## src/rtl/core/ssm_pkg.sv

```systemverilog
// ----------------------------------------------------------------------------
// ssm_pkg
// Shared types, constants and the character-to-segment table for the
// multiplexed scrolling 7-segment display driver.
// ----------------------------------------------------------------------------
package ssm_pkg;

	localparam int MAX_TEXT     = 64;
	localparam int PAD          = 6;
	localparam int SCROLL_TICKS = 64;

	localparam int HALF_PAD = PAD / 2;
	localparam int ADDR_W   = $clog2(MAX_TEXT);
	localparam int LEN_W    = $clog2(MAX_TEXT);
	localparam int POS_W    = $clog2(MAX_TEXT + PAD + 4);
	localparam int TIMER_W  = $clog2(SCROLL_TICKS);

	typedef enum logic [2:0] {
		FUNC_TICK       = 3'd0,
		FUNC_LOAD_STAND = 3'd1,
		FUNC_STOP_STAND = 3'd2,
		FUNC_WRITE_CHAR = 3'd3,
		FUNC_START_ROLL = 3'd4,
		FUNC_STOP_REP   = 3'd5
	} func_t;

	typedef enum logic [1:0] {
		ST_OK    = 2'd0,
		ST_BUSY  = 2'd1,
		ST_ERROR = 2'd2
	} status_t;

	typedef struct packed {
		logic [2:0]  func;
		logic [7:0]  char_code;
		logic [5:0]  char_index;
		logic [31:0] standing_text;
		logic [6:0]  text_length;
		logic        repeat_forever;
	} item_t;

	typedef struct packed {
		logic [1:0] status;
		logic [7:0] segments;
		logic [3:0] anodes;
		logic       rolling_busy;
		logic       standing_busy;
	} result_t;

	typedef struct packed {
		logic [1:0] status;
		logic       show_text;
		logic       show_stand;
		logic [7:0] stand_char;
		logic [3:0] anodes;
		logic       rolling_busy;
		logic       standing_busy;
	} s1_t;

	typedef struct packed {
		logic              wr_en;
		logic [ADDR_W-1:0] wr_addr;
		logic [7:0]        wr_data;
		logic              rd_en;
		logic [ADDR_W-1:0] rd_addr;
	} mem_req_t;

	function automatic logic [7:0] encode(input logic [7:0] c);
		logic [7:0] seg;
		unique case (c)
			8'h30: seg = 8'h3F;
			8'h31: seg = 8'h06;
			8'h32: seg = 8'h5B;
			8'h33: seg = 8'h4F;
			8'h34: seg = 8'h66;
			8'h35: seg = 8'h6D;
			8'h36: seg = 8'h7D;
			8'h37: seg = 8'h07;
			8'h38: seg = 8'h7F;
			8'h39: seg = 8'h6F;
			8'h41, 8'h61: seg = 8'h77;
			8'h42, 8'h62: seg = 8'h7C;
			8'h43, 8'h63: seg = 8'h39;
			8'h44, 8'h64: seg = 8'h5E;
			8'h45, 8'h65: seg = 8'h79;
			8'h46, 8'h66: seg = 8'h71;
			8'h47, 8'h67: seg = 8'h3D;
			8'h48, 8'h68: seg = 8'h74;
			8'h49, 8'h69: seg = 8'h30;
			8'h4A, 8'h6A: seg = 8'h1E;
			8'h4B, 8'h6B: seg = 8'h75;
			8'h4C, 8'h6C: seg = 8'h38;
			8'h4D, 8'h6D: seg = 8'h55;
			8'h4E, 8'h6E: seg = 8'h54;
			8'h4F, 8'h6F: seg = 8'h5C;
			8'h50, 8'h70: seg = 8'h73;
			8'h51, 8'h71: seg = 8'h67;
			8'h52, 8'h72: seg = 8'h50;
			8'h53, 8'h73: seg = 8'h6D;
			8'h54, 8'h74: seg = 8'h78;
			8'h55, 8'h75: seg = 8'h3E;
			8'h56, 8'h76: seg = 8'h1C;
			8'h57, 8'h77: seg = 8'h6A;
			8'h58, 8'h78: seg = 8'h76;
			8'h59, 8'h79: seg = 8'h6E;
			8'h5A, 8'h7A: seg = 8'h5B;
			8'h2E: seg = 8'h80;
			8'h2D: seg = 8'h40;
			8'h3E: seg = 8'h4C;
			8'h3C: seg = 8'h58;
			8'h2A: seg = 8'h63;
			default: seg = 8'h00;
		endcase
		return seg;
	endfunction

endpackage

```

## src/rtl/core/ssm_text_mem.sv

```systemverilog
// ----------------------------------------------------------------------------
// ssm_text_mem
// Rolling text store: one write port, one registered read port, with a
// valid bit per entry so that unwritten entries read as zero after reset.
// ----------------------------------------------------------------------------
module ssm_text_mem (
	input  logic             clk,
	input  logic             arst_n,
	input  ssm_pkg::mem_req_t req,
	output logic [7:0]       rd_data
);
	import ssm_pkg::*;

	logic [7:0]          mem [MAX_TEXT];
	logic [MAX_TEXT-1:0] vld_q;
	logic [7:0]          data_q;
	logic                hit_q;

	always_ff @(posedge clk) begin
		if (req.wr_en) begin
			mem[req.wr_addr] <= req.wr_data;
		end
		if (req.rd_en) begin
			data_q <= mem[req.rd_addr];
		end
	end

	always_ff @(posedge clk or negedge arst_n) begin
		if (!arst_n) begin
			vld_q <= '0;
			hit_q <= 1'b0;
		end else begin
			if (req.wr_en) begin
				vld_q[req.wr_addr] <= 1'b1;
			end
			if (req.rd_en) begin
				hit_q <= vld_q[req.rd_addr];
			end
		end
	end

	assign rd_data = hit_q ? data_q : 8'h00;

endmodule

```

## src/rtl/core/ssm_ctrl.sv

```systemverilog
// ----------------------------------------------------------------------------
// ssm_ctrl
// Command decode and display state: standing/rolling mode, digit scan,
// scroll position and timer. Loads the stage-one register per beat.
// ----------------------------------------------------------------------------
module ssm_ctrl (
	input  logic              clk,
	input  logic              arst_n,
	input  logic              accept,
	input  ssm_pkg::item_t    item,
	output ssm_pkg::mem_req_t mem_req,
	output ssm_pkg::s1_t      s1
);
	import ssm_pkg::*;

	logic               rolling_q;
	logic               standing_q;
	logic               repeat_q;
	logic [LEN_W-1:0]   text_len_q;
	logic [POS_W-1:0]   pos_q;
	logic [1:0]         digit_q;
	logic [TIMER_W-1:0] timer_q;
	logic [31:0]        stand_chars_q;
	s1_t                s1_s1;

	logic               rolling_d;
	logic               standing_d;
	logic               repeat_d;
	logic [LEN_W-1:0]   text_len_d;
	logic [POS_W-1:0]   pos_d;
	logic [1:0]         digit_d;
	logic [TIMER_W-1:0] timer_d;
	logic [31:0]        stand_chars_d;
	s1_t                s1_d;

	logic [POS_W-1:0]   pix;
	logic [POS_W-1:0]   tix;
	logic [POS_W-1:0]   pos_adv;
	logic               in_text;
	logic [1:0]         digit_nx;

	assign pix      = pos_q + POS_W'(digit_q);
	assign tix      = pix - POS_W'(HALF_PAD);
	assign in_text  = (pix >= POS_W'(HALF_PAD)) && (tix < POS_W'(text_len_q));
	assign digit_nx = digit_q + 2'd1;
	assign pos_adv  = pos_q + POS_W'(timer_q == '0);

	always_comb begin
		rolling_d     = rolling_q;
		standing_d    = standing_q;
		repeat_d      = repeat_q;
		text_len_d    = text_len_q;
		pos_d         = pos_q;
		digit_d       = digit_q;
		timer_d       = timer_q;
		stand_chars_d = stand_chars_q;
		s1_d          = '0;
		mem_req       = '0;
		s1_d.status   = ST_OK;
		mem_req.rd_addr = ADDR_W'(tix);

		unique case (item.func)
			FUNC_TICK: begin
				if (rolling_q) begin
					s1_d.show_text = in_text;
					s1_d.anodes    = 4'd1 << digit_q;
					mem_req.rd_en  = accept && in_text;
					digit_d        = digit_nx;
					timer_d        = (timer_q == TIMER_W'(SCROLL_TICKS - 1)) ?
						'0 : timer_q + TIMER_W'(1);
					pos_d          = pos_adv;
					if (pos_adv == POS_W'(text_len_q) + POS_W'(PAD)) begin
						if (repeat_q) begin
							pos_d = '0;
						end else begin
							rolling_d = 1'b0;
						end
					end
				end else if (standing_q) begin
					digit_d         = digit_nx;
					s1_d.show_stand = 1'b1;
					s1_d.stand_char = stand_chars_q[8*digit_nx +: 8];
					s1_d.anodes     = 4'd1 << digit_nx;
				end
			end
			FUNC_LOAD_STAND: begin
				if (rolling_q) begin
					s1_d.status = ST_BUSY;
				end else begin
					if (!standing_q) begin
						digit_d = '0;
					end
					standing_d    = 1'b1;
					stand_chars_d = item.standing_text;
				end
			end
			FUNC_STOP_STAND: begin
				if (!standing_q) begin
					s1_d.status = ST_ERROR;
				end else begin
					standing_d = 1'b0;
				end
			end
			FUNC_WRITE_CHAR: begin
				if (rolling_q) begin
					s1_d.status = ST_BUSY;
				end else if (int'(item.char_index) >= MAX_TEXT) begin
					s1_d.status = ST_ERROR;
				end else begin
					mem_req.wr_en   = accept;
					mem_req.wr_addr = ADDR_W'(item.char_index);
					mem_req.wr_data = item.char_code;
				end
			end
			FUNC_START_ROLL: begin
				if (item.repeat_forever) begin
					repeat_d = 1'b1;
				end
				if (rolling_q || standing_q) begin
					s1_d.status = ST_BUSY;
				end else if (int'(item.text_length) >= MAX_TEXT) begin
					s1_d.status = ST_ERROR;
				end else begin
					rolling_d  = 1'b1;
					text_len_d = LEN_W'(item.text_length);
					pos_d      = '0;
					digit_d    = '0;
					timer_d    = TIMER_W'(1);
				end
			end
			FUNC_STOP_REP: begin
				repeat_d = 1'b0;
			end
			default: begin
				s1_d.status = ST_ERROR;
			end
		endcase

		s1_d.rolling_busy  = rolling_d;
		s1_d.standing_busy = standing_d;
	end

	always_ff @(posedge clk or negedge arst_n) begin
		if (!arst_n) begin
			rolling_q     <= 1'b0;
			standing_q    <= 1'b0;
			repeat_q      <= 1'b0;
			text_len_q    <= '0;
			pos_q         <= '0;
			digit_q       <= '0;
			timer_q       <= '0;
			stand_chars_q <= '0;
		end else if (accept) begin
			rolling_q     <= rolling_d;
			standing_q    <= standing_d;
			repeat_q      <= repeat_d;
			text_len_q    <= text_len_d;
			pos_q         <= pos_d;
			digit_q       <= digit_d;
			timer_q       <= timer_d;
			stand_chars_q <= stand_chars_d;
		end
	end

	always_ff @(posedge clk) begin
		if (accept) begin
			s1_s1 <= s1_d;
		end
	end

	assign s1 = s1_s1;

endmodule

```

## src/rtl/core/ssm_out.sv

```systemverilog
// ----------------------------------------------------------------------------
// ssm_out
// Segment encode and result register: picks the text store or standing
// character, maps it to a segment pattern and holds the result beat.
// ----------------------------------------------------------------------------
module ssm_out (
	input  logic             clk,
	input  logic             load,
	input  ssm_pkg::s1_t     s1,
	input  logic [7:0]       text_char,
	output ssm_pkg::result_t result
);
	import ssm_pkg::*;

	result_t res_d;
	result_t res_q;

	always_comb begin
		res_d.status        = s1.status;
		res_d.anodes        = s1.anodes;
		res_d.rolling_busy  = s1.rolling_busy;
		res_d.standing_busy = s1.standing_busy;
		priority if (s1.show_text) begin
			res_d.segments = encode(text_char);
		end else if (s1.show_stand) begin
			res_d.segments = encode(s1.stand_char);
		end else begin
			res_d.segments = 8'h00;
		end
	end

	always_ff @(posedge clk) begin
		if (load) begin
			res_q <= res_d;
		end
	end

	assign result = res_q;

endmodule

```

## src/rtl/core/seven_segment_scroll_multiplexer_top.sv

```systemverilog
// ----------------------------------------------------------------------------
// seven_segment_scroll_multiplexer_top
// Decode loads the stage-one register, then encode loads the result register.
// Throughput: 1 beat per cycle unless stalled; the read port carries one tick.
// Reset: asynchronous, clears modes, scan, scroll state and store valid bits.
// Result beats are held while stall is high; input stalls only if both
// stages are full.
// ----------------------------------------------------------------------------
module seven_segment_scroll_multiplexer_top (
	input  logic             clk,
	input  logic             arst_n,
	input  logic             item_valid,
	output logic             item_stall,
	input  ssm_pkg::item_t   item,
	output logic             result_valid,
	input  logic             result_stall,
	output ssm_pkg::result_t result
);
	import ssm_pkg::*;

	logic     accept;
	logic     s1_valid_q;
	logic     res_valid_q;
	logic     out_free;
	logic     s1_move;
	mem_req_t mem_req;
	s1_t      s1;
	logic [7:0] text_char;

	assign out_free   = !res_valid_q || !result_stall;
	assign s1_move    = s1_valid_q && out_free;
	assign item_stall = s1_valid_q && !out_free;
	assign accept     = item_valid && !item_stall;

	always_ff @(posedge clk or negedge arst_n) begin
		if (!arst_n) begin
			s1_valid_q  <= 1'b0;
			res_valid_q <= 1'b0;
		end else begin
			s1_valid_q  <= accept || (s1_valid_q && !s1_move);
			res_valid_q <= s1_move || (res_valid_q && result_stall);
		end
	end

	assign result_valid = res_valid_q;

	ssm_ctrl u_ctrl (
		.clk     (clk),
		.arst_n  (arst_n),
		.accept  (accept),
		.item    (item),
		.mem_req (mem_req),
		.s1      (s1)
	);

	ssm_text_mem u_mem (
		.clk     (clk),
		.arst_n  (arst_n),
		.req     (mem_req),
		.rd_data (text_char)
	);

	ssm_out u_out (
		.clk       (clk),
		.load      (s1_move),
		.s1        (s1),
		.text_char (text_char),
		.result    (result)
	);

endmodule

```

## config.mk

```make
export PLATFORM = sky130hd
export DESIGN_NAME = seven_segment_scroll_multiplexer_top
export DESIGN_NICKNAME = d
export VERILOG_FILES = /design/src/rtl/core/ssm_pkg.sv /design/src/rtl/core/ssm_text_mem.sv /design/src/rtl/core/ssm_ctrl.sv /design/src/rtl/core/ssm_out.sv /design/src/rtl/core/seven_segment_scroll_multiplexer_top.sv
export SDC_FILE = /design/constraint.sdc
export NUM_CORES = 1
export LEC_CHECK = 0
export BUFFER_PORTS_ARGS = -buffer_cell sky130_fd_sc_hd__buf_4
export CORE_MARGIN = 2
export CORE_UTILIZATION = 40
export DETAILED_ROUTE_END_ITERATION = 16
export PLACE_DENSITY = 0.54
export SLEW_MARGIN = 20
export SYNTH_ARGS = -nofsm -noshare
export SYNTH_HDL_FRONTEND = slang
export SYNTH_HIERARCHICAL = 1
export SYNTH_SLANG_ARGS = --single-unit
```

## constraint.sdc

```tcl
create_clock -name clk -period 7.3 [get_ports clk]
set_input_delay 1.095 -clock clk [delete_from_list [all_inputs] [get_ports clk]]
set_output_delay 1.095 -clock clk [all_outputs]
set_load 0.01 [all_outputs]
```

==> results of run 1 <==
## registers in the layout (all words and copies together) (netlist names)
register              count
u_ctrl/text_len_q         6
u_ctrl/s1                18
u_ctrl/repeat_q           1
u_ctrl/pos_q              7
s1_valid_q                1
u_mem/hit_q               1
u_ctrl/stand_chars_q     32
u_mem/vld_q              64
result_valid              1
u_mem/mem               512
u_ctrl/timer_q            6
u_ctrl/rolling_q          1
u_out/result             16
u_mem/data_q              8
u_ctrl/standing_q         1
u_ctrl/digit_q            2
## Yosys cell counts, types with 14 or more instances
library cell / n
xnor2_1: 15
dfrtp_1: 123
o21ai_0: 41
nand2b_1: 18
inv_1: 34
nor3_1: 19
o22ai_1: 14
nor2_1: 107
a21oi_1: 29
ha_1: 35
edfxtp_1: 554
mux2i_1: 28
nor2b_1: 21
and2_1: 22
mux4_2: 177
mux2_2: 39
buf_2: 22
nand2_1: 49
or2_2: 68
and3_1: 19
clkbuf_1: 39
nand3_1: 24
## layout make-up
type / count / area, sq um
fill: 6157 / 38440
sequential: 677 / 19710
multi-input combinational: 874 / 8795
clock buffer: 99 / 2069
tap: 950 / 1189
timing repair buffer: 117 / 882.1
clock inverter: 38 / 387.9
inverter: 34 / 135.1
## metrics by stage
step	worst slack (ps)	hold WS [ps]
5_1_grt	1799	429.3
3_5_place_dp	2066	405.6
4_1_cts	2020	419.3
3_3_place_gp	2101	404.6
6_report	2112	418.8
2_1_floorplan	3251	400.3
## how the worst min path moves through the flow
stage                             endpoint  slack, ps  cells after the start
after floorplan            u_out/result[0]        400                      0
after global placement     u_out/result[1]        400                      0
after detailed placement   u_out/result[0]        410                      0
after CTS                  u_out/result[0]        420                      0
after global routing      u_out/result[15]        430                      0
final                     u_out/result[15]        420                      0
## critical path: cells and delay by family (launching register included)
family / cells / cell delay, ps
adder cells (fa/ha/maj): 4 / 2080
AO/OA/AOI/OAI: 8 / 1350
flip-flops: 1 / 860
buffers and inverters: 4 / 450
AND/OR/NAND/NOR: 1 / 250
## power groups by stage
stage               Clock [mW]  Combinational (mW)  Sequential, mW
detailed placement           0                2.32            4.33
CTS                       3.85                2.32            4.25
global route              4.01                2.45            4.25
global placement             0                2.31            4.33
floorplan                    0                1.76            4.29
finish                    3.75                2.27            4.25
## cell families after synthesis
logic type               Yosys count  share of synthesized area (%)
flip-flops                       677                          68.05
AND/OR/NAND/NOR                  377                          6.793
multiplexers                     245                          16.28
AO/OA/AOI/OAI                    191                          4.384
buffers and inverters            123                          2.086
adder cells (fa/ha/maj)           36                          1.581
XOR/XNOR                          25                         0.8292
## cells in the final DEF, fill, tap and decap left out, types with 22 or more instances in the layout
cell       count
buf_4        116
dfrtp_1      123
and2_1        22
or2_2         68
mux4_2       177
nand3_1       24
nor2_1        86
mux2i_1       28
clkbuf_16     77
edfxtp_1     554
ha_1          34
inv_1         33
nand2_1       49
o21ai_0       41
mux2_2        39
a21oi_1       29
## layer usage
metal  GRT usage (%)  up-vias  wire, um
met1           26.77     8200     30810
li1                -     6817         -
met2           30.71      526     33970
met5               0        -        11
met3           3.892      110      4412
met4           4.861        2      1569
==> impl_metrics.csv, run 1 <==
group,metric,value,unit
placed_design,hpwl,43540,um
logic_synthesis,synth_enable_flop_cells,554,
detailed_routing,wl_per_cell,25.38,um
timing,setup_viol,0,
logic_synthesis,synth_top_flop_cell,"edfxtp_1",
detailed_routing,vias_per_cell,5.613,
power_and_ir_drop,switching_power,2.870,mW
die,num_rows,98,
detailed_routing,postRouteAntennaNets,0,
detailed_routing,vias,15660,
worst_setup_path,crit_start,"u_ctrl/digit_q[0]",
finish,fin_cells,2789,
clocking,postCtsHoldBufs,0,
logic_synthesis,synthCells,1674,
die,dieWidth,273.1,um
worst_setup_path,cp_cell_sequence,"ha_1 > inv_1 > fa_1 > inv_1 > ha_4 > ha_1 > a21boi_1 > o21a_1 > o21a_1 > o21a_1 > o21a_1 > nor3_1 > buf_4 > inv_1 > a311oi_1 > a41o_1 > a31oi_1",
finish,drive_gt1_share,30.72,%
power_and_ir_drop,ir_drop,0.3336,mV
detailed_routing,initialDrtViolationCount,1539,
placed_design,routabilityCongestion,0.8320,
clocking,clock_sinks,677,
logic_synthesis,ys_seq_area_share,68.05,%
clocking,cts_tree,"yes",
power_and_ir_drop,p_int,7.401,mW
flow_run,maxCapViolations,0,
min_path,hold_class,"flop to flop",
die,coreArea,0.07161,sq mm
worst_setup_path,slowest_stage,"ha_4",
worst_setup_path,ff2ff_setup_slack,2110,ps
die,die_h,273.1,um
clocking,clockBufferDepth,3,
logic_synthesis,syn_nets,1771,
timing,tightest_slew,1170,ps
power_and_ir_drop,p_seq_share,41.4,%
placed_design,numPortBuffers,78,
logic_synthesis,synthTopCellsByArea,"edfxtp_1 57%, mux4_2 14%, dfrtp_1 11%",
finish,final_nets,1876,
die,die-area,0.07460,sq mm
clocking,cts-resized-gates,0,
timing,rsz0062_at_grt,"no",
power_and_ir_drop,cellPowerDensity,309.6,mW/mm^2
detailed_routing,finalWirelength,70770,um
power_and_ir_drop,switching_share,27.94,%
worst_setup_path,setup.worst_path.end_class,"flop",
worst_setup_path,crit_arrival,5630,ps
finish,final_area,0.03317,sq mm
clocking,ctsHtreeMaxLevel,3,
global_route,grt_max_degree,93,
global_route,grt_antenna_before_repair,5,
placed_design,place_area,0.03068,sq mm
logic_synthesis,synth-seq-cells,677,
finish,fin_util,46.32,%
logic_synthesis,ys_warn_count,6,
logic_synthesis,synth_top_area_share,57.42,%
worst_setup_path,crit_top_cell,"o21a_1",
detailed_routing,first_pass_iters,7,
power_and_ir_drop,totalPowerFinal,10.27,mW
clocking,cts_root_buf,"clkbuf_16",
clocking,cts_setup_buffers,0,
global_route,grt_pass1_wl,104600,um
power_and_ir_drop,leakagePower,10.77,nW
finish,antenna_cells,0,
worst_setup_path,crit_end,"u_mem/hit_q",
timing,final.setup_skew,18.53,ps
die,top_level_ports,79,
placed_design,dp_cells,2652,
logic_synthesis,avgSynthCellArea,17.31,sq um
clocking,clkTransAtPathRegs,60,ps
worst_setup_path,worstRegToRegCells,17,
timing,setup_tns,0,ps
timing,period_minus_slack,5188,ps
power_and_ir_drop,combPwrFrac,22.1,%
worst_setup_path,r2r_end,"u_mem/hit_q",
timing,period_share,71.07,%
clocking,cts_made_buffers,75,
timing,fmax,192.7,MHz
global_route,track_usage,19.13,%
worst_setup_path,r2r-start,"u_ctrl/digit_q[0]",
timing,hold_violations,0,
status,outcome,"finished clean",
worst_setup_path,required,7740,ps
worst_setup_path,cp_max_fo,61,
worst_setup_path,worst-setup-path-type,"flop to flop",
finish,area.growth.synth_to_final,14.50,%
global_route,grt_pass1_vias,15610,
power_and_ir_drop,clkPwrFrac,36.5,%
clocking,clkLatencyLatePin,610,ps
logic_synthesis,ys_types,75,
logic_synthesis,async_flop_share,18.17,%
timing,finalMaxSlewViolations,0,
detailed_routing,drc_errors,0,
worst_setup_path,cp-start-kind,"flop",
timing,max-slew-margin-rel,21.72,%
min_path,hp-start,"u_ctrl/s1[17]",
worst_setup_path,cpPeakStageDelay,890,ps
logic_synthesis,yosysTopAreaCell,"edfxtp_1",
global_route,overflow,0,
logic_synthesis,syn_area,0.02897,sq mm
die,initial_core_util,40.46,%
Power figures use the tool's default switching activity.
==> run 2, diff against run 1 <==
==> constraint.sdc (replaced) <==
create_clock -name clk -period 4.8 [get_ports clk]
set_input_delay 0.72 -clock clk [delete_from_list [all_inputs] [get_ports clk]]
set_output_delay 0.72 -clock clk [all_outputs]
set_load 0.01 [all_outputs]
==> impl_metrics.csv, run 2 (same netlist as run 1, synthesis figures left out) <==
group,metric,value,unit
status,outcome,"finished clean",
timing,setup_viol,0,
global_route,grt_pass1_vias,16020,
placed_design,hpwl,45930,um
global_route,track_usage,19.40,%
timing,tightest_slew,1058,ps
clocking,cts_made_buffers,75,
worst_setup_path,crit_arrival,4530,ps
timing,finalHoldWorstSlack,208.9,ps
worst_setup_path,cp_num_buf_inv,4,
timing,fmax,245.1,MHz
worst_setup_path,cp_cell_sequence,"inv_1 > fa_1 > inv_1 > ha_4 > ha_1 > a21boi_1 > o21a_1 > o21a_1 > o21a_1 > o21a_1 > nor3_1 > buf_4 > inv_1 > a311oi_1 > a41o_1 > a31oi_1",
finish,final_common_cell,"edfxtp_1",
worst_setup_path,ff2ff_setup_slack,720,ps
worst_setup_path,cpPeakStageDelay,570,ps
placed_design,routabilityCongestion,0.8398,
worst_setup_path,setup.worst_path.end_class,"flop",
global_route,grt_max_degree,92,
die,coreArea,0.07161,sq mm
clocking,cts_tree,"yes",
detailed_routing,first_pass_iters,6,
die,die-area,0.07460,sq mm
timing,period_share,84.99,%
finish,largest_reg_flops,512,
timing,period_minus_slack,4080,ps
worst_setup_path,worst-setup-path-type,"flop to flop",
clocking,cts-resized-gates,0,
worst_setup_path,worst-path-stages,16,
finish,area.growth.synth_to_final,15.25,%
finish,final_cell_mix,"554 x edfxtp_1, 177 x mux4_2, 157 x buf_4, 123 x dfrtp_1, 106 x nor2_1",
die,die_h,273.1,um
clocking,postCtsHoldBufs,0,
detailed_routing,vias_per_cell,5.541,
die,num_rows,98,
detailed_routing,drc_errors,0,
clocking,cts_setup_buffers,0,
detailed_routing,finalWirelength,71510,um
finish,max_flop_register,"u_mem/mem",
worst_setup_path,worstRegToRegCells,16,
detailed_routing,postRouteAntennaNets,0,
flow_run,maxCapViolations,0,
timing,final.setup_skew,13.64,ps
timing,max-slew-margin-rel,29.47,%
worst_setup_path,cp-start-kind,"flop",
timing,finalMaxSlewViolations,0,
finish,top_regs,"u_mem/mem: 512 flops, u_mem/vld_q: 64 flops, u_ctrl/stand_chars_q: 32 flops",
worst_setup_path,crit_top_cell,"o21a_1",
placed_design,numPortBuffers,78,
worst_setup_path,required,5250,ps
detailed_routing,vias,15700,
finish,drive_gt1_share,30.96,%
timing,hold_violations,0,
timing,rsz0062_at_grt,"no",
power_and_ir_drop,ir_drop,0.4117,mV
clocking,ctsHtreeMaxLevel,3,
min_path,hold_class,"input port to asynchronous set/reset pin",
clocking,clockBufferDepth,3,
detailed_routing,wl_per_cell,25.23,um
power_and_ir_drop,leakagePower,10.97,nW
timing,setup_tns,0,ps
detailed_routing,initialDrtViolationCount,1637,
die,initial_core_util,40.46,%
global_route,grt_antenna_before_repair,1,
power_and_ir_drop,cellPowerDensity,467.4,mW/mm^2
clocking,clkTransAtPathRegs,60,ps
worst_setup_path,crit_family,"adder cells",
global_route,grt_pass1_wl,106600,um
die,dieWidth,273.1,um
global_route,overflow,0,
clocking,clkLatencyLatePin,600,ps
clocking,clock_sinks,677,
worst_setup_path,slowest_stage,"fa_1",
worst_setup_path,cp_max_fo,20,
clocking,cts_root_buf,"clkbuf_16",
die,top_level_ports,79,
finish,final_nets,1920,
==> run 2: worst paths after layout <==
path | endpoint | start
min in group clk | s1_valid_q | item_valid
worst min register to register | u_out/result[1] | u_ctrl/s1[1]
worst min-delay path | s1_valid_q | arst_n
max in group asynchronous | u_ctrl/stand_chars_q[6] | arst_n
worst max-delay path | u_mem/hit_q | u_ctrl/digit_q[1]
worst max register to register | u_mem/hit_q | u_ctrl/digit_q[1]
==> run 2: where the power goes <==
part           internal, mW  switching [mW]  total [mW]
registers              6.36          0.0667        6.43
clock network          3.22            2.32        5.54
logic                  1.59            2.06        3.64
total                  11.2            4.44        15.6
==> run 2: cell type report <==
type	instances	area [sq um]
Multi-Input combinational cell	874	8727
Clock buffer	94	2019
Fill cell	6123	38220
Antenna cell	1	2.502
Inverter	34	135.1
Timing Repair Buffer	161	1250
Sequential cell	677	19710
Clock inverter	43	351.6
Tap cell	950	1189
==> run 2: per-layer routing <==
metal	vias to the layer above	wire, um	track usage [%]
met3	81	4062	3.532
met2	471	34340	31.02
met5	-	0	0
met4	0	1418	5.393
li1	6920	-	-
met1	8230	31690	27.36
==> run 2: per-stage QoR <==
| step | instances | power [mW] | instance area, sq um | worst slack, ps | utilization (%) |
|---|---|---|---|---|---|
| finish | 2834 | 15.61 | 33390 | 720.2 | 46.63 |
| global placement | 2696 | 10.24 | 31000 | 780.6 | 43.30 |
| global route | 2833 | 16.27 | 33390 | 488.9 | 46.62 |
| floorplan | 1674 | 9.212 | 28970 | 750.7 | - |
| CTS | 2833 | 15.82 | 33380 | 673.9 | 46.61 |
| detailed placement | 2696 | 10.25 | 31000 | 717.4 | 43.30 |
